===== config.mk =====
export PLATFORM = sky130hd
export DESIGN_NAME = resource_reorder_retirer_top
export DESIGN_NICKNAME = d
export VERILOG_FILES = /design/src/hw/rtl/rrr_pkg.sv /design/src/hw/rtl/rrr_ctrl.sv /design/src/hw/rtl/rrr_dp.sv /design/src/hw/rtl/resource_reorder_retirer_top.sv
export SDC_FILE = /design/constraint.sdc
export NUM_CORES = 1
export LEC_CHECK = 0
export BUFFER_PORTS_ARGS = -buffer_cell sky130_fd_sc_hd__buf_2
export CELL_PAD_IN_SITES_DETAIL_PLACEMENT = 1
export CELL_PAD_IN_SITES_GLOBAL_PLACEMENT = 2
export CORE_AREA = 5 5 225 227
export CTS_BUF_LIST = sky130_fd_sc_hd__clkbuf_4
export DETAILED_ROUTE_END_ITERATION = 16
export DIE_AREA = 0 0 230 232
export PLACE_DENSITY = 0.86
export SLEW_MARGIN = 20
export SYNTH_ARGS = -nofsm -noshare
export SYNTH_HDL_FRONTEND = slang
export SYNTH_SLANG_ARGS = --single-unit

===== constraint.sdc =====
create_clock -name clk -period 12.7 [get_ports clk]
set_clock_uncertainty 0.1 [all_clocks]
set_input_delay 2.54 -clock clk [delete_from_list [all_inputs] [get_ports clk]]
set_output_delay 2.54 -clock clk [all_outputs]
set_load 0.1 [all_outputs]

===== src/hw/rtl/rrr_pkg.sv =====
// Shared types and codes for the resource reorder retirer.
// Used by rrr_ctrl, rrr_dp and resource_reorder_retirer_top; no dependencies.
package rrr_pkg;

    localparam logic [1:0] MODE_START   = 2'd0;
    localparam logic [1:0] MODE_REQUEST = 2'd1;
    localparam logic [1:0] MODE_DONE    = 2'd2;

    localparam logic [2:0] STAT_GRANT      = 3'd0;
    localparam logic [2:0] STAT_RETIRE     = 3'd1;
    localparam logic [2:0] STAT_WAIT       = 3'd2;
    localparam logic [2:0] STAT_EXHAUSTED  = 3'd3;
    localparam logic [2:0] STAT_NONE_READY = 3'd4;
    localparam logic [2:0] STAT_REJECTED   = 3'd5;
    localparam logic [2:0] STAT_STARTED    = 3'd6;

    localparam logic REG_SEQ_TOTAL = 1'b0;
    localparam logic REG_RES_COUNT = 1'b1;

    localparam int MAX_OUT = 16;
    localparam int BURST_W = 5;

    typedef struct packed {
        logic       start;
        logic       fill;
        logic       pop;
        logic       grant;
        logic       mark;
        logic       slot_rd;
        logic       retire;
        logic       emit;
        logic [2:0] code;
    } cmd_t;

    typedef struct packed {
        logic fill_done;
        logic exhausted;
        logic empty;
        logic cmp_ok;
        logic can_retire;
        logic more;
        logic out_free;
    } sts_t;

endpackage


===== src/hw/rtl/rrr_ctrl.sv =====
// Controller FSM of the resource reorder retirer.
// Depends on rrr_pkg; drives rrr_dp through cmd_t, reads sts_t.
module rrr_ctrl
    import rrr_pkg::*;
(
    input  logic       clk,
    input  logic       rst_n,
    input  logic       in_valid,
    input  logic [1:0] mode,
    input  sts_t       sts,
    output logic       in_ready,
    output cmd_t       cmd
);

    localparam logic [2:0] ST_IDLE  = 3'd0;
    localparam logic [2:0] ST_FILL  = 3'd1;
    localparam logic [2:0] ST_GRANT = 3'd2;
    localparam logic [2:0] ST_RCHK  = 3'd3;
    localparam logic [2:0] ST_RRD   = 3'd4;

    logic [2:0] state_reg;
    logic [2:0] state_next;
    logic       in_fire;

    assign in_ready = (state_reg == ST_IDLE) && sts.out_free;
    assign in_fire  = in_valid && in_ready;

    always_comb
    begin
        cmd        = '0;
        state_next = state_reg;
        unique case (state_reg)
            ST_IDLE:
            begin
                if (in_fire)
                begin
                    unique case (mode)
                        MODE_START:
                        begin
                            cmd.start  = 1'b1;
                            state_next = ST_FILL;
                        end
                        MODE_REQUEST:
                        begin
                            if (sts.exhausted)
                            begin
                                cmd.emit = 1'b1;
                                cmd.code = STAT_EXHAUSTED;
                            end
                            else if (sts.empty)
                            begin
                                cmd.emit = 1'b1;
                                cmd.code = STAT_WAIT;
                            end
                            else
                            begin
                                cmd.pop    = 1'b1;
                                state_next = ST_GRANT;
                            end
                        end
                        MODE_DONE:
                        begin
                            if (sts.cmp_ok)
                            begin
                                cmd.mark   = 1'b1;
                                state_next = ST_RCHK;
                            end
                            else
                            begin
                                cmd.emit = 1'b1;
                                cmd.code = STAT_REJECTED;
                            end
                        end
                        default:
                        begin
                            cmd.emit = 1'b1;
                            cmd.code = STAT_REJECTED;
                        end
                    endcase
                end
            end
            ST_FILL:
            begin
                if (!sts.fill_done)
                begin
                    cmd.fill = 1'b1;
                end
                else if (sts.out_free)
                begin
                    cmd.emit   = 1'b1;
                    cmd.code   = STAT_STARTED;
                    state_next = ST_IDLE;
                end
            end
            ST_GRANT:
            begin
                if (sts.out_free)
                begin
                    cmd.grant  = 1'b1;
                    state_next = ST_IDLE;
                end
            end
            ST_RCHK:
            begin
                if (sts.can_retire)
                begin
                    cmd.slot_rd = 1'b1;
                    state_next  = ST_RRD;
                end
                else if (sts.out_free)
                begin
                    cmd.emit   = 1'b1;
                    cmd.code   = STAT_NONE_READY;
                    state_next = ST_IDLE;
                end
            end
            ST_RRD:
            begin
                if (sts.out_free)
                begin
                    cmd.retire = 1'b1;
                    if (!sts.more)
                    begin
                        state_next = ST_IDLE;
                    end
                end
            end
            default:
            begin
                state_next = ST_IDLE;
            end
        endcase
    end

    always_ff @(posedge clk or negedge rst_n)
    begin
        if (!rst_n)
        begin
            state_reg <= ST_IDLE;
        end
        else
        begin
            state_reg <= state_next;
        end
    end

endmodule


===== src/hw/rtl/rrr_dp.sv =====
// Datapath of the resource reorder retirer: free stack, slot table, counters,
// result register. Depends on rrr_pkg; commanded by rrr_ctrl.
module rrr_dp
    import rrr_pkg::*;
#(
    parameter int MAX_RESOURCES = 16,
    parameter int SEQ_WIDTH     = 32
)
(
    input  logic        clk,
    input  logic        rst_n,
    input  cmd_t        cmd,
    output sts_t        sts,
    input  logic [3:0]  done_resource,
    input  logic [31:0] done_sequence,
    input  logic [31:0] seq_total,
    input  logic [4:0]  res_count,
    input  logic        out_ready,
    output logic        out_valid,
    output logic [2:0]  out_status,
    output logic [3:0]  out_resource,
    output logic [31:0] out_sequence,
    output logic        out_last,
    output logic        out_all_done
);

    localparam int ID_W  = $clog2(MAX_RESOURCES);
    localparam int CNT_W = $clog2(MAX_RESOURCES + 1);

    logic [ID_W-1:0]      stack_mem [MAX_RESOURCES];
    logic [3:0]           slot_mem  [MAX_RESOURCES];

    logic [CNT_W-1:0]     free_top_reg,    free_top_next;
    logic [CNT_W-1:0]     fill_cnt_reg,    fill_cnt_next;
    logic [SEQ_WIDTH-1:0] issue_reg,       issue_next;
    logic [SEQ_WIDTH-1:0] retire_reg,      retire_next;
    logic [ID_W-1:0]      rslot_reg,       rslot_next;
    logic [MAX_RESOURCES-1:0] slot_done_reg, slot_done_next;
    logic [BURST_W-1:0]   burst_reg,       burst_next;
    logic [ID_W-1:0]      stack_rd_reg;
    logic [3:0]           slot_rd_reg;

    logic                 out_valid_reg,   out_valid_next;
    logic [2:0]           out_status_reg,  out_status_next;
    logic [3:0]           out_res_reg,     out_res_next;
    logic [31:0]          out_seq_reg,     out_seq_next;
    logic                 out_last_reg,    out_last_next;
    logic                 out_done_reg,    out_done_next;

    logic [SEQ_WIDTH-1:0] total;
    logic [SEQ_WIDTH-1:0] dseq;
    logic [SEQ_WIDTH-1:0] diff;
    logic [SEQ_WIDTH-1:0] retire_inc;
    logic [CNT_W-1:0]     clamp;
    logic [CNT_W-1:0]     top_m1;
    logic [ID_W:0]        slot_sum;
    logic [ID_W-1:0]      slot;
    logic [ID_W-1:0]      rslot_inc;
    logic                 in_window;
    logic                 push_ok;
    logic                 stack_we;
    logic [ID_W-1:0]      stack_wa;
    logic [ID_W-1:0]      stack_wd;
    logic                 slot_re;
    logic [ID_W-1:0]      slot_ra;

    assign total      = SEQ_WIDTH'(seq_total);
    assign dseq       = SEQ_WIDTH'(done_sequence);
    assign diff       = dseq - retire_reg;
    assign retire_inc = retire_reg + SEQ_WIDTH'(1);
    assign clamp      = (32'(res_count) > MAX_RESOURCES) ? CNT_W'(MAX_RESOURCES)
                                                        : CNT_W'(res_count);
    assign top_m1     = free_top_reg - CNT_W'(1);
    assign rslot_inc  = (32'(rslot_reg) == MAX_RESOURCES - 1) ? '0 : rslot_reg + ID_W'(1);

    // dseq is within MAX_RESOURCES of retire_reg when in window: one wrap at most
    assign slot_sum   = {1'b0, rslot_reg} + {1'b0, diff[ID_W-1:0]};
    assign slot       = (slot_sum >= (ID_W+1)'(MAX_RESOURCES))
                        ? ID_W'(slot_sum - (ID_W+1)'(MAX_RESOURCES)) : ID_W'(slot_sum);

    assign in_window  = (dseq >= retire_reg) && (dseq < issue_reg) &&
                        (diff < SEQ_WIDTH'(MAX_RESOURCES));
    assign push_ok    = 32'(free_top_reg) < MAX_RESOURCES;

    assign sts.fill_done  = (fill_cnt_reg == clamp);
    assign sts.exhausted  = (issue_reg >= total);
    assign sts.empty      = (free_top_reg == '0);
    assign sts.cmp_ok     = in_window && (CNT_W'(done_resource) < clamp) &&
                            (32'(done_resource) < MAX_RESOURCES) && !slot_done_reg[slot];
    assign sts.can_retire = (retire_reg < total) && slot_done_reg[rslot_reg];
    assign sts.more       = (burst_reg < BURST_W'(MAX_OUT - 1)) && (retire_inc < total) &&
                            slot_done_reg[rslot_inc];
    assign sts.out_free   = !out_valid_reg || out_ready;

    assign stack_we = cmd.fill || (cmd.retire && push_ok);
    assign stack_wa = cmd.fill ? fill_cnt_reg[ID_W-1:0] : free_top_reg[ID_W-1:0];
    assign stack_wd = cmd.fill ? fill_cnt_reg[ID_W-1:0] : ID_W'(slot_rd_reg);
    assign slot_re  = cmd.slot_rd || (cmd.retire && sts.more);
    assign slot_ra  = cmd.slot_rd ? rslot_reg : rslot_inc;

    always_comb
    begin
        free_top_next   = free_top_reg;
        fill_cnt_next   = fill_cnt_reg;
        issue_next      = issue_reg;
        retire_next     = retire_reg;
        rslot_next      = rslot_reg;
        slot_done_next  = slot_done_reg;
        burst_next      = burst_reg;
        out_valid_next  = out_valid_reg && !out_ready;
        out_status_next = out_status_reg;
        out_res_next    = out_res_reg;
        out_seq_next    = out_seq_reg;
        out_last_next   = out_last_reg;
        out_done_next   = out_done_reg;

        if (cmd.start)
        begin
            free_top_next  = '0;
            fill_cnt_next  = '0;
            issue_next     = '0;
            retire_next    = '0;
            rslot_next     = '0;
            slot_done_next = '0;
        end
        if (cmd.fill)
        begin
            fill_cnt_next = fill_cnt_reg + CNT_W'(1);
            free_top_next = free_top_reg + CNT_W'(1);
        end
        if (cmd.pop)
        begin
            free_top_next = top_m1;
        end
        if (cmd.mark)
        begin
            slot_done_next[slot] = 1'b1;
            burst_next           = '0;
        end
        if (cmd.emit)
        begin
            out_valid_next  = 1'b1;
            out_status_next = cmd.code;
            out_res_next    = '0;
            out_seq_next    = '0;
            out_last_next   = 1'b1;
            out_done_next   = (retire_reg >= total);
        end
        if (cmd.grant)
        begin
            out_valid_next  = 1'b1;
            out_status_next = STAT_GRANT;
            out_res_next    = 4'(stack_rd_reg);
            out_seq_next    = 32'(issue_reg);
            out_last_next   = 1'b1;
            out_done_next   = (retire_reg >= total);
            issue_next      = issue_reg + SEQ_WIDTH'(1);
        end
        if (cmd.retire)
        begin
            out_valid_next  = 1'b1;
            out_status_next = STAT_RETIRE;
            out_res_next    = slot_rd_reg;
            out_seq_next    = 32'(retire_reg);
            out_last_next   = !sts.more;
            out_done_next   = (retire_inc >= total);
            slot_done_next[rslot_reg] = 1'b0;
            retire_next     = retire_inc;
            rslot_next      = rslot_inc;
            burst_next      = burst_reg + BURST_W'(1);
            if (push_ok)
            begin
                free_top_next = free_top_reg + CNT_W'(1);
            end
        end
    end

    always_ff @(posedge clk or negedge rst_n)
    begin
        if (!rst_n)
        begin
            free_top_reg  <= '0;
            fill_cnt_reg  <= '0;
            issue_reg     <= '0;
            retire_reg    <= '0;
            rslot_reg     <= '0;
            slot_done_reg <= '0;
            burst_reg     <= '0;
            out_valid_reg <= 1'b0;
        end
        else
        begin
            free_top_reg  <= free_top_next;
            fill_cnt_reg  <= fill_cnt_next;
            issue_reg     <= issue_next;
            retire_reg    <= retire_next;
            rslot_reg     <= rslot_next;
            slot_done_reg <= slot_done_next;
            burst_reg     <= burst_next;
            out_valid_reg <= out_valid_next;
        end
    end

    always_ff @(posedge clk)
    begin
        out_status_reg <= out_status_next;
        out_res_reg    <= out_res_next;
        out_seq_reg    <= out_seq_next;
        out_last_reg   <= out_last_next;
        out_done_reg   <= out_done_next;
    end

    // free stack: one write port, registered read for pop
    always_ff @(posedge clk)
    begin
        if (stack_we)
        begin
            stack_mem[stack_wa] <= stack_wd;
        end
        if (cmd.pop)
        begin
            stack_rd_reg <= stack_mem[top_m1[ID_W-1:0]];
        end
    end

    // slot resource table: written on completion, read ahead during retirement
    always_ff @(posedge clk)
    begin
        if (cmd.mark)
        begin
            slot_mem[slot] <= done_resource;
        end
        if (slot_re)
        begin
            slot_rd_reg <= slot_mem[slot_ra];
        end
    end

    assign out_valid    = out_valid_reg;
    assign out_status   = out_status_reg;
    assign out_resource = out_res_reg;
    assign out_sequence = out_seq_reg;
    assign out_last     = out_last_reg;
    assign out_all_done = out_done_reg;

endmodule


===== src/hw/rtl/resource_reorder_retirer_top.sv =====
// Resource reorder retirer: in-order tag issue, in-order retirement.
// Flow: reject/wait/exhausted are answered straight from idle; a grant pops the free stack,
// then emits; a start fills the free stack, then reports; a completion marks its slot, checks
// the oldest slot (reporting none-ready if it is not done), reads it, then retires one per cycle
// while the output is not stalled. Only one request is handled at a time.
// Reset (rst_n low, async): counters, slot flags, FSM and output valid cleared.
module resource_reorder_retirer_top
    import rrr_pkg::*;
#(
    parameter int MAX_RESOURCES = 16,
    parameter int SEQ_WIDTH     = 32
)
(
    input  logic        clk,
    input  logic        rst_n,
    input  logic        s_tvalid,
    output logic        s_tready,
    input  logic [39:0] s_tdata,   // done_resource[3:0], done_sequence[35:4], zero pad
    input  logic [1:0]  s_tuser,   // mode[1:0]
    output logic        m_tvalid,
    input  logic        m_tready,
    output logic [39:0] m_tdata,   // resource_id[3:0], sequence_id[35:4], all_done[36], pad
    output logic [2:0]  m_tuser,   // status[2:0]
    output logic        m_tlast,
    input  logic        psel,
    input  logic        penable,
    input  logic        pwrite,
    input  logic [2:0]  paddr,
    input  logic [31:0] pwdata,
    output logic [31:0] prdata,
    output logic        pready
);

    logic [31:0] seq_total_reg, seq_total_next;
    logic [4:0]  res_count_reg, res_count_next;
    logic        cfg_wr;
    cmd_t        cmd;
    sts_t        sts;
    logic [3:0]  out_resource;
    logic [31:0] out_sequence;
    logic        out_all_done;

    assign pready = 1'b1;
    assign cfg_wr = psel && penable && pwrite && pready;

    always_comb
    begin
        seq_total_next = seq_total_reg;
        res_count_next = res_count_reg;
        if (cfg_wr)
        begin
            unique case (paddr[2])
                REG_SEQ_TOTAL: seq_total_next = pwdata;
                REG_RES_COUNT: res_count_next = pwdata[4:0];
                default:       seq_total_next = seq_total_reg;
            endcase
        end
    end

    always_comb
    begin
        unique case (paddr[2])
            REG_SEQ_TOTAL: prdata = seq_total_reg;
            REG_RES_COUNT: prdata = {27'd0, res_count_reg};
            default:       prdata = '0;
        endcase
    end

    always_ff @(posedge clk or negedge rst_n)
    begin
        if (!rst_n)
        begin
            seq_total_reg <= 32'd0;
            res_count_reg <= 5'd16;
        end
        else
        begin
            seq_total_reg <= seq_total_next;
            res_count_reg <= res_count_next;
        end
    end

    rrr_ctrl u_ctrl (
        .clk      (clk),
        .rst_n    (rst_n),
        .in_valid (s_tvalid),
        .mode     (s_tuser),
        .sts      (sts),
        .in_ready (s_tready),
        .cmd      (cmd)
    );

    rrr_dp #(
        .MAX_RESOURCES (MAX_RESOURCES),
        .SEQ_WIDTH     (SEQ_WIDTH)
    ) u_dp (
        .clk           (clk),
        .rst_n         (rst_n),
        .cmd           (cmd),
        .sts           (sts),
        .done_resource (s_tdata[3:0]),
        .done_sequence (s_tdata[35:4]),
        .seq_total     (seq_total_reg),
        .res_count     (res_count_reg),
        .out_ready     (m_tready),
        .out_valid     (m_tvalid),
        .out_status    (m_tuser),
        .out_resource  (out_resource),
        .out_sequence  (out_sequence),
        .out_last      (m_tlast),
        .out_all_done  (out_all_done)
    );

    assign m_tdata = {3'd0, out_all_done, out_sequence, out_resource};

    // new request only taken when the result register can accept a result
    a_in_needs_out_space: assert property (@(posedge clk) disable iff (!rst_n)
        s_tready |-> (!m_tvalid || m_tready))
        else $error("request accepted while result register blocked");

    a_single_result_last: assert property (@(posedge clk) disable iff (!rst_n)
        (m_tvalid && m_tuser != STAT_RETIRE) |-> m_tlast)
        else $error("single-result status without tlast");

    a_plain_status_zero: assert property (@(posedge clk) disable iff (!rst_n)
        (m_tvalid && (m_tuser == STAT_WAIT || m_tuser == STAT_EXHAUSTED ||
                      m_tuser == STAT_NONE_READY || m_tuser == STAT_REJECTED ||
                      m_tuser == STAT_STARTED)) |-> (m_tdata[35:0] == 36'd0))
        else $error("nonzero id or sequence on a plain status");

endmodule

# After elaboration in Yosys (flattened, before gate mapping)

Memories as Yosys holds them, arrays and structs flattened. A register that Yosys moved wholly into a read port is not among the register bits.
Index checks and enable logic that the tools add are counted.

Magnitude comparators: 18
Bitwise operators: 4
Add/sub/neg operators: 10
Mux-type cells: 95
Reduce and logical (&&, ||, !) cells: 36
Equal/unequal tests: 16

Operators by type and width:

| cell                                                                          | count |
|---|---|
| 32-bit 2-to-1 mux                                                             | 6 |
| 32-bit >= comparator                                                          | 4 |
| 32-bit less-than comparator                                                   | 3 |
| 4-bit 2-to-1 mux                                                              | 18 |
| 32-bit by 1-bit adder with 32-bit output, second input constant               | 2 |
| 32-bit one-hot mux with 2 select lines                                        | 1 |
| 5-bit 2-to-1 mux                                                              | 10 |
| 16-bit 2-to-1 mux                                                             | 3 |
| 1-bit 2-to-1 mux                                                              | 39 |
| 32-bit by 5-bit less-than comparator with 1-bit output, second input constant | 1 |
| 32-bit subtractor                                                             | 1 |
| 3-bit 2-to-1 mux                                                              | 9 |
| 4-bit one-hot mux with 3 select lines                                         | 2 |
| 16-bit AND                                                                    | 1 |
| 1-bit logical AND                                                             | 16 |
| 16-bit NOT                                                                    | 1 |
| 16-bit OR                                                                     | 1 |
| 5-bit by 1-bit adder with 5-bit output, second input constant                 | 3 |
| 4-bit by 5-bit less-than comparator with 1-bit output, second input constant  | 3 |
| 3-bit one-hot mux with 5 select lines                                         | 1 |
| 1-bit binary-select mux with 4-bit select                                     | 3 |
| 2-bit nonzero test                                                            | 5 |
| 3-bit inequality test, second input constant                                  | 3 |
| 3-bit one-hot mux with 3 select lines                                         | 1 |
| 31 further kinds                                                              | 42 |

Input port bits: 84
Register bits after elaboration: 181
Output and inout port bits: 79
Word-level logic and storage cells: 198
RAM bits: 128
Memories kept: 2

Memory list:

| name           | words | bits a word | rd ports | clocked after Yosys merged registers in | wr ports | line         | source |
|---|---|---|---|---|---|---|---|
| u_dp.slot_mem  | 16    | 4           | 1        | 1                                       | 1        | rrr_dp.sv:31 | `logic [3:0] slot_mem [MAX_RESOURCES];` |
| u_dp.stack_mem | 16    | 4           | 1        | 1                                       | 1        | rrr_dp.sv:30 | `logic [ID_W-1:0] stack_mem [MAX_RESOURCES];` |

# Depth between registers and ports, before layout

Gate-level depths: netlist of the first run.

Depth in word-level cells: 15
Gate-level depth with buffers: 20
Mapped depth without buffers: 19

# Cells and area by module

Synthesis of the first run repeated with hierarchy kept, for this count alone.

Cell total of the unflattened synthesis: 1,841
Area, all modules: 20,059.2 um^2

Modules (own cells, without submodules):

| module                       | seq. area each (um^2) | cells an instance | area an instance (um^2) | instances |
|---|---|---|---|---|
| rrr_dp                       | 7,787.5               | 1,668             | 17,832.1                | 1 |
| resource_reorder_retirer_top | 927.1                 | 122               | 1,814.2                 | 1 |
| rrr_ctrl                     | 75.1                  | 51                | 412.9                   | 1 |

# Worst setup path before layout of the first run

OpenSTA, ideal clock, no wires.

Path kind: in2reg
Start point: input port m_tready
End point: register u_dp.out_done_reg (netlist: u_dp.out_all_done), enable pin
Slack: 2.817 ns
Stages on the path: 9
Library setup time: 0.486 ns
Required time: 12.114 ns
Path buffers: 1
Arrival time: 9.297 ns
Cell sequence: nor2b_1 clkbuf_1 nor4_1 and2_1 nand2_1 o21bai_1 nand2b_1 a21oi_1 o21ai_0

Longest elaborated chain between the ends: 6
Elaborated cells between the ends (all ways): 13
Classes of those cells: 9 x mux; 4 x reduce/logical

Ends and longest elaborated chain:

| what                                  | line                               | source |
|---|---|---|
| start, declared                       | resource_reorder_retirer_top.sv:21 | `input logic m_tready,` |
| 1-bit logical OR                      | rrr_dp.sv:93                       | `assign sts.out_free = !out_valid_reg \|\| out_ready;` |
| 1-bit logical AND                     | rrr_ctrl.sv:25                     | `assign in_ready = (state_reg == ST_IDLE) && sts.out_free;` |
| named net s_tready                    | resource_reorder_retirer_top.sv:17 | `output logic s_tready,` |
| 1-bit logical AND                     | rrr_ctrl.sv:26                     | `assign in_fire = in_valid && in_ready;` |
| 4-bit 2-to-1 mux                      | rrr_ctrl.sv:35                     | `if (in_fire)` |
| 4-bit one-hot mux with 3 select lines | rrr_ctrl.sv:32                     | `unique case (state_reg)` |
| 3-bit nonzero test (no line)          | n/a                                |  |
| end signal, assigned                  | rrr_dp.sv:210                      | `out_done_reg <= out_done_next;` |
| end, declared                         | rrr_dp.sv:48                       | `logic out_done_reg, out_done_next;` |

The timed path passes the listed nets, and every way through them passes these cells.
A chain may end at the register's enable or synchronous reset.

# Worst setup path after layout of the first run

Start point: input port s_tdata[4]
End point: memory u_dp.slot_mem[2][1], enable pin

Longest elaborated chain between the ends: 14
Elaborated cells between the ends (all ways): 21
Classes of those cells: 3 x add/sub; 4 x order compare; 9 x mux; 5 x reduce/logical

Ends and longest elaborated chain:

| what                                                                               | line                               | source |
|---|---|---|
| start, declared                                                                    | resource_reorder_retirer_top.sv:18 | `input logic [39:0] s_tdata,` |
| 32-bit subtractor                                                                  | rrr_dp.sv:69                       | `assign diff = dseq - retire_reg;` |
| 4-bit by 4-bit adder with 5-bit output                                             | rrr_dp.sv:77                       | `assign slot_sum = {1'b0, rslot_reg} + {1'b0, diff[ID_W-1:0]};` |
| 4-bit by 1-bit subtractor with 4-bit output or 5-bit >= comparator (tied branches) | rrr_dp.sv:79, rrr_dp.sv:78         |  |
| 4-bit 2-to-1 mux                                                                   | rrr_dp.sv:79                       | `? ID_W'(slot_sum - (ID_W+1)'(MAX_RESOURCES)) : ID_W'(slot_sum);` |
| 1-bit binary-select mux with 4-bit select                                          | rrr_dp.sv:89                       | `(32'(done_resource) < MAX_RESOURCES) && !slot_done_reg[slot];` |
| 1-bit 2-to-1 mux (implied by the code)                                             | rrr_dp.sv:89                       |  |
| 1-bit zero test                                                                    | rrr_dp.sv:89                       |  |
| 1-bit logical AND                                                                  | rrr_dp.sv:89                       |  |
| 1-bit 2-to-1 mux                                                                   | rrr_ctrl.sv:63                     | `if (sts.cmp_ok)` |
| 1-bit 2-to-1 mux                                                                   | rrr_ctrl.sv:37                     | `unique case (mode)` |
| 1-bit 2-to-1 mux                                                                   | rrr_ctrl.sv:35                     |  |
| 1-bit 2-to-1 mux                                                                   | rrr_ctrl.sv:32                     |  |
| 1-bit 2-to-1 mux                                                                   | rrr_dp.sv:229                      | `if (cmd.mark)` |
| 1-bit 2-to-1 mux (implied by the code)                                             | rrr_dp.sv:231                      | `slot_mem[slot] <= done_resource;` |
| end, declared                                                                      | rrr_dp.sv:31                       |  |

Parallel ways exist; a longest one is shown, timed or not. The select of a mux whose other input is x is not followed.

==> metrics.csv, run 1 <==
stage,metric,value,unit
cts,cts_buffers,89,
min_path,holdCritStartpoint,seq_total_reg[12],
sta,drv_slew,0,
sta,setup_violations,0,
final_layout,fin_nets,2528,
pwr,leakagePower,9.50,nW
floorplan,die_h,232,um
sta,tightest_slew,1.01,ns
synthesis,avgSynthCellArea,10.0,sq um
critical_path,worstReg2RegEnd,u_dp.slot_mem[2][1],
synthesis,ys_seq_elements,317,
synthesis,syn_inst,2098,
synthesis,synthFlopType,edfxtp_1,
place,placed_area,22300,sq um
critical_path,cp.arrival,7.81,ns
grt,grt_pass1_vias,18900,
cts,cts_tree,built,
floorplan,die_w,230,um
critical_path,cp-start-kind,input port,
flow_run,drv_cap,0,
final_layout,largestRegisters,"u_dp.slot_mem (64), u_dp.stack_mem (64)",
routing,viasPerCell,6.05,
cts,cts_sinks,317,
cts,cts_root_buf,clkbuf_4,
grt,antenna_found_initial,2,
final_layout,mostFrequentLayoutCell,nand2_1,
grt,grt_pass1_wl,109,mm
final_layout,final_area,23500,sq um
floorplan,rows,81,
sta,rsz0062_at_grt,false,
pwr,vdd_drop_max,295,uV
sta,finalHoldViolCount,0,
critical_path,crit_type,input port to register,
grt,grt_max_degree,76,
routing,firstDrtPassIters,5,
critical_path,endpoint_kind,register,
sta,fmax,0.133,GHz
routing,wl,71.9,mm
grt,grtUsageTotal,26.3,%
routing,highest-signal-layer,met4,
floorplan,die_area,53400,sq um
critical_path,r2r_cells,14,
place,portBuffers,152,
synthesis,synth_cell_types,97,
final_layout,n_fill_cell,5506,
floorplan,ios,163,
place,place.gp.congestion,0.942,
cts,cts.path.max_buffers,3,
final_layout,multi_input_area,11400,sq um
routing,met2WireLength,35.7,mm
grt,grt_overflow,0,
routing,met1_length,30.5,mm
sta,tns,0,ns
synthesis,yosysSeqAreaShare,41.7,%
critical_path,r2r_slack,6.54,ns
floorplan,core,48400,sq um
pwr,powerDensity,171,nW/um^2
cts,cts.clk_slew.worst_paths,0.06,ns
final_layout,area_growth,11.5,%
synthesis,ys.warnings.count,0,
final_layout,final_cell_mix,"nand2_1, ha_1, edfxtp_1",
place,dpl.hpwl,54.6,mm
sta,max_slew_margin,32.2,%
cts,cts-resized-gates,0,
synthesis,synth_edf_count,174,
routing,drtIter0Drc,1218,
sta,final.min_clock_period,7.49,ns
final_layout,drive_gt1_share,18.7,%
synthesis,syn_area,21100,sq um
routing,ant_nets,0,
final_layout,register_area,8790,sq um
critical_path,r2r-start,u_dp.retire_reg[0],
routing,drc,0,
sta,timing.final.crit_share,59.0,%
min_path,min_to,seq_total_reg[12],
cts,cts.hold.buffers_added,0,
routing,vias,17900,
floorplan,start_util,43.5,%
cts,htreeDepth,3,
critical_path,cp_max_fo,17,
routing,wl_per_cell,24.3,um
cts,cts_setup_buffers,0,
min_path,holdPathStages,1,
cts,clk_latency,0.83,ns
routing,met3_length,3.18,mm
run_status,status,completed,
critical_path,required,13.02,ns
min_path,min_path_type,register to register,
synthesis,synthArstFlopShare,44.2,%
==> cell type report <==
class	instances	area share, %
Multi-Input combinational cell	1561	48.6
Sequential cell	317	37.4
Clock buffer	134	4.28
Timing Repair Buffer	166	3.73
Tap cell	622	3.31
Inverter	128	2.04
Clock inverter	26	0.586
Antenna cell	2	0.0213
==> through the flow <==
step / total power, mW / util, % / hold WS [ns] / setup slack (ns) / std cells
floorplan: 2.65 / - / 0.376 / 2.82 / 2100
global placement: 3.04 / 46.1 / 0.388 / 4.63 / 2794
detailed placement: 3.10 / 46.1 / 0.394 / 4.55 / 2794
CTS: 4.06 / 48.5 / 0.409 / 5.39 / 2954
global route: 4.24 / 48.5 / 0.425 / 5.03 / 2955
finish: 4.02 / 48.5 / 0.405 / 5.21 / 2956
==> cells by family (layout without fill, tap and decap cells) <==
family	after synthesis	after routing	share of synthesized area, %
other	2	6	0.0356
DFF	317	317	41.7
xor gates and xnor gates	60	60	2.56
AOI/OAI and AO/OA	522	522	16.4
adders and majority gates	181	181	10.8
and+or+nand+nor	671	671	16.1
muxes	123	123	8.01
buffers and inverters	222	454	4.32
==> worst max-delay path by stage <==
stage / endpoint / startpoint / depth (start not counted) / slack, ns
4_1_cts: u_dp.slot_mem[3][1] / s_tdata[4] / 16 / 5.39
3_5_place_dp: u_dp.slot_mem[2][2] / s_tdata[4] / 16 / 4.55
2_1_floorplan: u_dp.out_all_done / m_tready / 9 / 2.82
6_report: u_dp.slot_mem[2][1] / s_tdata[4] / 16 / 5.21
3_3_place_gp: u_dp.slot_mem[2][1] / s_tdata[4] / 16 / 4.63
5_1_grt: u_dp.slot_mem[0][0] / s_tdata[4] / 16 / 5.03
==> critical path: stages <==
cell,delay [ns]
buf_2,0.11
inv_1,0.05
ha_1,0.21
fa_1,0.58
inv_1,0.07
ha_1,0.27
a21o_1,0.18
a21oi_1,0.23
xnor3_2,0.57
mux2_1,0.44
nand2_1,0.07
nand4bb_1,0.18
nor4_1,0.35
nand4b_1,0.36
or4_1,0.93
nor3_1,0.63
==> where the power goes <==
group / leakage, nW / switching [mW] / internal [mW]
logic: 5.35 / 1.22 / 0.480
clock network: 0.681 / 0.465 / 0.487
registers: 3.48 / 0.110 / 1.26
total: 9.50 / 1.79 / 2.23
==> cell usage after synthesis, types with 13 or more instances <==
cell,number,area (sq um)
a211oi_1,19,143
a21o_1,33,248
a21oi_1,99,495
a31oi_1,18,113
and3_1,27,169
buf_1,14,52.6
clkbuf_1,59,221
dfrtp_1,139,3480
edfxtp_1,174,5230
ha_1,179,2240
inv_1,127,477
mux2_2,42,473
mux2i_1,47,470
mux4_2,32,721
nand2_1,189,709
nand2b_1,23,144
nand3_1,76,380
nand4_1,39,244
nor2_1,135,507
nor2b_1,18,113
nor3_1,61,305
nor4_1,16,100
o211ai_1,18,135
o21a_1,23,173
o21ai_0,113,566
o22ai_1,54,338
o2bb2ai_1,18,158
o31ai_1,33,248
or3_1,18,113
xnor2_1,46,403
xor2_1,13,114
==> per-layer routing <==
metal | GRT usage [%] | vias up
li1 | - | 8267
met1 | 33.1 | 9032
met2 | 46.1 | 443
met3 | 3.61 | 145
met4 | 10.2 | 0
met5 | 0 | -
No activity file was read; power rests on OpenSTA's default activity.
==> inputs of run 2 (changes only) <==
--- a/config.mk
+++ b/config.mk
@@ -5,14 +5,15 @@
 export SDC_FILE = /design/constraint.sdc
 export NUM_CORES = 1
 export LEC_CHECK = 0
+export ABC_AREA = 1
 export BUFFER_PORTS_ARGS = -buffer_cell sky130_fd_sc_hd__buf_2
 export CELL_PAD_IN_SITES_DETAIL_PLACEMENT = 1
 export CELL_PAD_IN_SITES_GLOBAL_PLACEMENT = 2
-export CORE_AREA = 5 5 225 227
+export CORE_AREA = 5 5 256 258
 export CTS_BUF_LIST = sky130_fd_sc_hd__clkbuf_4
 export DETAILED_ROUTE_END_ITERATION = 16
-export DIE_AREA = 0 0 230 232
-export PLACE_DENSITY = 0.86
+export DIE_AREA = 0 0 261 263
+export PLACE_DENSITY = 0.77
 export SLEW_MARGIN = 20
 export SYNTH_ARGS = -nofsm -noshare
 export SYNTH_HDL_FRONTEND = slang
==> constraint.sdc (replaced) <==
create_clock -name clk -period 6 [get_ports clk]
set_clock_uncertainty 0.1 [all_clocks]
set_input_delay 1.2 -clock clk [delete_from_list [all_inputs] [get_ports clk]]
set_output_delay 1.2 -clock clk [all_outputs]
set_load 0.1 [all_outputs]
==> run 2 against run 1 <==
Design area grew 2.6%; register-to-register slack worse by 5.5 ns; utilization fell by 10 points; clock power is 120% higher; area after synthesis is 0.74% higher; setup slack worse by 4.2 ns; combinational power grew to 4.3 times the previous value.
==> metrics.csv, run 2 <==
stage,metric,value,unit,change
routing,drtIter0Drc,1108,,was 1218
synthesis,syn_inst,2730,,was 2098
routing,wl_per_cell,20.6,um,was 24.3 um
cts,cts.path.max_buffers,3,,unchanged
final_layout,postLayoutCoreUtil,38.4,%,was 48.5%
synthesis,yosysSeqAreaShare,41.4,%,was 41.7%
synthesis,avgSynthCellArea,7.78,sq um,was 10.0 sq um
place,dpl.hpwl,62.6,mm,was 54.6 mm
cts,cts_buffers,90,,was 89
routing,wl,79.5,mm,was 71.9 mm
synthesis,yosys-top-cells-area,"edfxtp_1, dfrtp_1, nand2_1",,"was edfxtp_1, dfrtp_1, ha_1"
sta,drv_slew,0,,unchanged
cts,cts_root_buf,clkbuf_4,,unchanged
sta,timing.final.crit_share,82.5,%,
synthesis,synth_top_area_share,24.6,%,was 24.8%
cts,cts.hold.buffers_added,0,,unchanged
sta,setup_violations,0,,unchanged
synthesis,ys.warnings.count,0,,unchanged
grt,grtUsageTotal,22.8,%,was 26.3%
critical_path,endpoint_kind,register,,unchanged
pwr,p_total,12.8,mW,was 4.02 mW
pwr,powerDensity,530,nW/um^2,was 171 nW/um^2
floorplan,core,62700,sq um,was 48400 sq um
sta,rsz0062_at_grt,false,,unchanged
cts,cts-resized-gates,0,,unchanged
final_layout,largestRegisters,"u_dp.slot_mem (64), u_dp.stack_mem (64)",,unchanged
min_path,min_path_type,input port to async pin,,was register to register
sta,tightest_slew,1.13,ns,was 1.01 ns
cts,cts.clk_slew.worst_paths,0.07,ns,was 0.06 ns
place,place.gp.congestion,0.916,,was 0.942
critical_path,required,6.62,ns,was 13.02 ns
sta,fmax,0.202,GHz,
grt,antenna_found_initial,2,,unchanged
floorplan,ios,163,,unchanged
sta,max_slew_margin,24.5,%,was 32.2%
sta,final.min_clock_period,4.95,ns,
run_status,status,completed,,unchanged
synthesis,yosysMostFrequentCell,nand2_1,,unchanged
critical_path,cp_max_fo,4,,was 17
final_layout,final_cells,3852,,was 2956
synthesis,synth_cell_types,65,,was 97
synthesis,yosys-top-cells-count,"nand2_1, inv_1, nor2_1",,"was nand2_1, ha_1, edfxtp_1"
floorplan,die_w,261,um,was 230 um
grt,grt_pass1_wl,122,mm,was 109 mm
sta,finalHoldViolCount,0,,unchanged
grt,grt_pass1_vias,21200,,was 18900
cts,cts_setup_buffers,0,,unchanged
final_layout,mostFrequentLayoutCell,nand2_1,,unchanged
synthesis,syn_area,21200,sq um,was 21100 sq um
cts,cts_tree,built,,unchanged
synthesis,yosysTopAreaCell,edfxtp_1,,unchanged
critical_path,cp.arrival,5.56,ns,was 7.81 ns
place,dp.cells,3683,,was 2794
grt,grt_overflow,0,,unchanged
routing,firstDrtPassIters,5,,unchanged
floorplan,die_h,263,um,was 232 um
routing,ant_nets,0,,unchanged
pwr,leakagePower,11.2,nW,was 9.50 nW
final_layout,final_cell_mix,"nand2_1, inv_1, nor2_1",,"was nand2_1, ha_1, edfxtp_1"
final_layout,area_growth,13.5,%,was 11.5%
routing,viasPerCell,5.18,,was 6.05
synthesis,synthFlopType,edfxtp_1,,unchanged
pwr,vdd_drop_max,281,uV,was 295 uV
place,portBuffers,152,,unchanged
synthesis,synthArstFlopShare,44.2,%,unchanged
floorplan,start_util,33.8,%,was 43.5%
critical_path,cp-start-kind,register,,was input port
final_layout,drive_gt1_share,12.2,%,was 18.7%
cts,htreeDepth,3,,unchanged
grt,grt_max_degree,72,,was 76
sta,tns,0,ns,unchanged
floorplan,die_area,68600,sq um,was 53400 sq um
final_layout,fin_nets,3194,,was 2528
critical_path,crit_type,register to register,,was input port to register
routing,drc,0,,unchanged
floorplan,rows,92,,was 81
synthesis,ys_seq_elements,317,,unchanged
cts,clk_latency,0.86,ns,was 0.83 ns
flow_run,drv_cap,0,,unchanged
synthesis,synth_edf_count,174,,unchanged
routing,vias,19900,,was 17900
cts,cts_sinks,317,,unchanged
[run 2: cell types whose count changed in the layout (fill, tap and decap cells not counted), moves of 29 or more]
cell,previous run,this run
nand2_1,188,653
inv_1,127,366
nor2_1,134,312
nand3_1,75,200
a21oi_1,99,159
mux2i_1,47,1
mux2_2,42,0
xnor2_1,46,6
mux4_2,32,0
a21o_1,33,2
o31ai_1,33,4
[run 2: critical path, cell delays in order (launching register included)]
cell      delay [ns]
dfrtp_1         0.41
inv_1           0.17
nor3_1          0.23
inv_1           0.08
nor2_1          0.19
nand2_1         0.13
nor2_1          0.25
and3_1          0.29
nand4_1         0.25
nor2_2          0.21
nand2_1         0.12
nor4_2          0.18
xor2_1          0.24
inv_1           0.07
ha_1            0.32
nand4_1         0.13
nor3_1          0.40
nand2_1         0.15
o211ai_1        0.31
nor2_1          0.15
nor2_1          0.11
o21ai_0         0.18
nand2_1         0.11
nand2_1         0.05
[run 2: final timing paths]
path / slack [ns] / depth (start not counted) / from / endpoint
min reg2reg: 0.40 / 2 / seq_total_reg[1] / seq_total_reg[1]
min: 0.31 / 1 / rst_n / u_dp.issue_reg[8]
max in group asynchronous: 4.39 / 2 / rst_n / u_ctrl.state_reg[2]
max reg2reg: 1.05 / 23 / u_dp.retire_reg[1] / u_ctrl.state_reg[2]
min in group clk: 0.40 / 2 / seq_total_reg[1] / seq_total_reg[1]
max: 1.05 / 23 / u_dp.retire_reg[1] / u_ctrl.state_reg[2]
[run 2: cell families (layout without fill, tap and decap cells)]
group	Yosys count	in the layout	synth area share, %
AO/OA/AOI/OAI	444	444	12.0
XOR/XNOR	40	40	1.72
buffers and inverters	445	717	8.16
adder cells (fa/ha/maj)	181	181	10.7
AND/OR/NAND/NOR	1300	1300	25.9
flip-flops	317	317	41.4
other	2	6	0.0354
multiplexers	1	1	0.0471
[run 2: per-layer routing]
layer / vias up / share of wire, % / GRT usage (%)
met4: 0 / 1.9 / 5.88
met1: 9872 / 46 / 30.3
met5: - / 0 / 0
met2: 368 / 49 / 39.5
li1: 9614 / - / -
met3: 85 / 3.7 / 2.81
[run 2: layout make-up]
type | count | area (sq um)
antenna | 2 | 5.00
clock buffer | 122 | 916
clock inverter | 45 | 256
fill | 7771 | 38600
inverter | 379 | 1420
multi-input combinational | 1970 | 10700
sequential | 317 | 8790
tap | 846 | 1060
timing repair buffer | 171 | 922
[run 2: where the power goes]
part           internal (mW)  switching, mW
clock                   1.05           1.02
combinational           1.74           5.63
sequential              2.96          0.375
total                   5.75           7.03
[run 2: per-stage QoR]
step,worst slack (ns),hold WS (ns),instance area [sq um]
floorplan,0.710,0.353,21200
global placement,0.558,0.366,22900
detailed placement,0.492,0.386,22900
CTS,1.04,0.247,24100
global route,0.683,0.330,24100
finish,1.05,0.306,24100
==> inputs of run 3 (changes only) <==
==> constraint.sdc (replaced) <==
create_clock -name clk -period 4.4 [get_ports clk]
set_clock_uncertainty 0.1 [all_clocks]
set_input_delay 0.88 -clock clk [delete_from_list [all_inputs] [get_ports clk]]
set_output_delay 0.88 -clock clk [all_outputs]
set_load 0.1 [all_outputs]
==> run 3 against run 2 <==
Sequential cell count stayed put; global-route usage is 1.5 points higher; clock power is 42% higher; maximum frequency is 15% higher; non-clock buffer count is 171 higher; combinational power is 53% higher; sequential power is 36% higher; die area stayed put; design area is 7.0% higher; final cell count is 4.6% higher; largest cell class unchanged.
==> metrics.csv, run 3 (synthesis results as in run 2) <==
stage,metric,value,unit,change
grt,grt_overflow,0,,unchanged
pwr,powerDensity,729,nW/um^2,was 530 nW/um^2
final_layout,mostFrequentLayoutCell,nand2_1,,unchanged
min_path,min_path_type,input port to register,,was input port to async pin
sta,max_slew_margin,39.3,%,was 24.5%
critical_path,endpoint_kind,register,,unchanged
routing,firstDrtPassIters,5,,unchanged
critical_path,cp_slowest_cell,dfrtp_1,,unchanged
cts,cts.clk_slew.worst_paths,0.07,ns,about the same
routing,drtIter0Drc,1188,,was 1108
cts,cts_root_buf,clkbuf_4,,unchanged
final_layout,multi_input_area,11000,sq um,was 10700 sq um
cts,cts.path.max_buffers,3,,unchanged
final_layout,final_cells,4028,,was 3852
grt,grt_max_degree,82,,was 72
min_path,holdPathStages,3,,
min_path,holdCritStartpoint,pwdata[23],,
final_layout,final_area,25800,sq um,was 24100 sq um
critical_path,required,4.99,ns,was 6.62 ns
sta,setup_ws,0.0785,ns,was 1.05 ns
critical_path,crit_type,register to register,,unchanged
sta,drv_slew,0,,unchanged
floorplan,start_util,33.8,%,unchanged
critical_path,cp-start-kind,register,,unchanged
floorplan,rows,92,,unchanged
pwr,vdd_drop_max,589,uV,was 281 uV
min_path,min_to,seq_total_reg[23],,
run_status,status,completed,,unchanged
final_layout,n_fill_cell,7710,,was 7771
critical_path,r2r-start,u_dp.retire_reg[1],,unchanged
routing,viasPerCell,5.15,,was 5.18
routing,wl,85.5,mm,was 79.5 mm
routing,vias,20800,,was 19900
sta,rsz0062_at_grt,true,,was false
sta,final.min_clock_period,4.32,ns,was 4.95 ns
final_layout,drive_gt1_share,18.5,%,was 12.2%
flow_run,drv_cap,0,,unchanged
grt,grtUsageTotal,24.3,%,was 22.8%
final_layout,largestRegisters,"u_dp.slot_mem (64), u_dp.stack_mem (64)",,unchanged
sta,timing.hold.ws,0.199,ns,was 0.306 ns
final_layout,final_cell_mix,"nand2_1, inv_1, nor2_1",,unchanged
place,dp.cells,3830,,was 3683
final_layout,register_area,8790,sq um,about the same
place,placed_area,24000,sq um,was 22900 sq um
critical_path,cp_slowest_stage_delay,0.38,ns,was 0.41 ns
sta,tns,0,ns,unchanged
sta,timing.final.crit_share,98.2,%,was 82.5%
routing,wl_per_cell,21.2,um,was 20.6 um
cts,cts_sinks,317,,unchanged
routing,ant_nets,0,,unchanged
place,pre_cts_slack,-0.709,ns,was 0.492 ns
cts,clk_latency,0.88,ns,was 0.86 ns
floorplan,die_area,68600,sq um,unchanged
floorplan,ios,163,,unchanged
sta,tightest_slew,0.910,ns,was 1.13 ns
cts,cts_tree,built,,unchanged
floorplan,core,62700,sq um,unchanged
critical_path,cp.arrival,4.91,ns,was 5.56 ns
cts,htreeDepth,3,,unchanged
grt,grt_pass1_vias,21900,,was 21200
critical_path,cp_max_fo,3,,was 4
pwr,leakagePower,12.1,nW,was 11.2 nW
place,place.gp.congestion,0.897,,was 0.916
final_layout,postLayoutCoreUtil,41.1,%,was 38.4%
sta,setup_violations,0,,unchanged
floorplan,die_w,261,um,unchanged
cts,cts_buffers,92,,was 90
place,dpl.hpwl,67.9,mm,was 62.6 mm
grt,antenna_found_initial,4,,was 2
sta,fmax,0.231,GHz,was 0.202 GHz
pwr,p_total,18.8,mW,was 12.8 mW
grt,grt_pass1_wl,129,mm,was 122 mm
floorplan,die_h,263,um,unchanged
final_layout,fin_nets,3367,,was 3194
sta,finalHoldViolCount,0,,unchanged
place,portBuffers,152,,unchanged
critical_path,r2r_slack,0.08,ns,was 1.05 ns
critical_path,r2r_cells,25,,was 23
routing,drc,0,,unchanged
final_layout,area_growth,21.5,%,was 13.5%
critical_path,worstReg2RegEnd,u_ctrl.state_reg[2],,unchanged
## run 3: cell type report
| cell class | instances | share of cell area [%] |
|---|---|---|
| Antenna cell | 5 | 0.0485 |
| Clock buffer | 133 | 3.87 |
| Clock inverter | 36 | 0.835 |
| Inverter | 379 | 5.53 |
| Multi-Input combinational cell | 1970 | 42.8 |
| Sequential cell | 317 | 34.1 |
| Tap cell | 846 | 4.11 |
| Timing Repair Buffer | 342 | 8.73 |
## run 3: worst max-delay path by stage
stage | end | from | cells past startpoint
after global routing | u_dp.slot_rd_reg[3] | u_dp.retire_reg[0] | 26
final | u_ctrl.state_reg[2] | u_dp.retire_reg[1] | 25
after CTS | u_dp.slot_rd_reg[3] | u_dp.retire_reg[0] | 26
after floorplan | u_dp.out_all_done | s_tdata[4] | 20
after detailed placement | u_dp.slot_mem[12][2] | s_tdata[4] | 22
after global placement | u_dp.slot_mem[4][0] | s_tdata[4] | 22
## run 3: power by group
part | internal, mW | switching (mW)
logic | 3.21 | 8.12
clock network | 1.52 | 1.42
registers | 4.03 | 0.497
total | 8.76 | 10.0
## run 3: worst max-delay path, delay by kind of cell, from the launching register on
kind	cells	cell delay (ns)
flops	1	0.38
compound gates	2	0.40
xor+xnor	1	0.25
fa+ha+maj	1	0.28
simple gates	16	2.26
buf+inv	5	0.52
## run 3: what timing repair did
action                     4_1_cts  5_1_grt
pin swaps                       11       39
setup endpoints to repair       71       74
setup buffers                    3       21
gates resized for setup         20       57
hold buffers                     1        0
hold endpoints to repair        13        0
## run 3: metal layers
metal | global-route usage, % | wire length [um]
met1 | 31.9 | 37600
met2 | 41.7 | 41800
met3 | 3.10 | 3830
met4 | 8.01 | 2330
met5 | 0 | 0
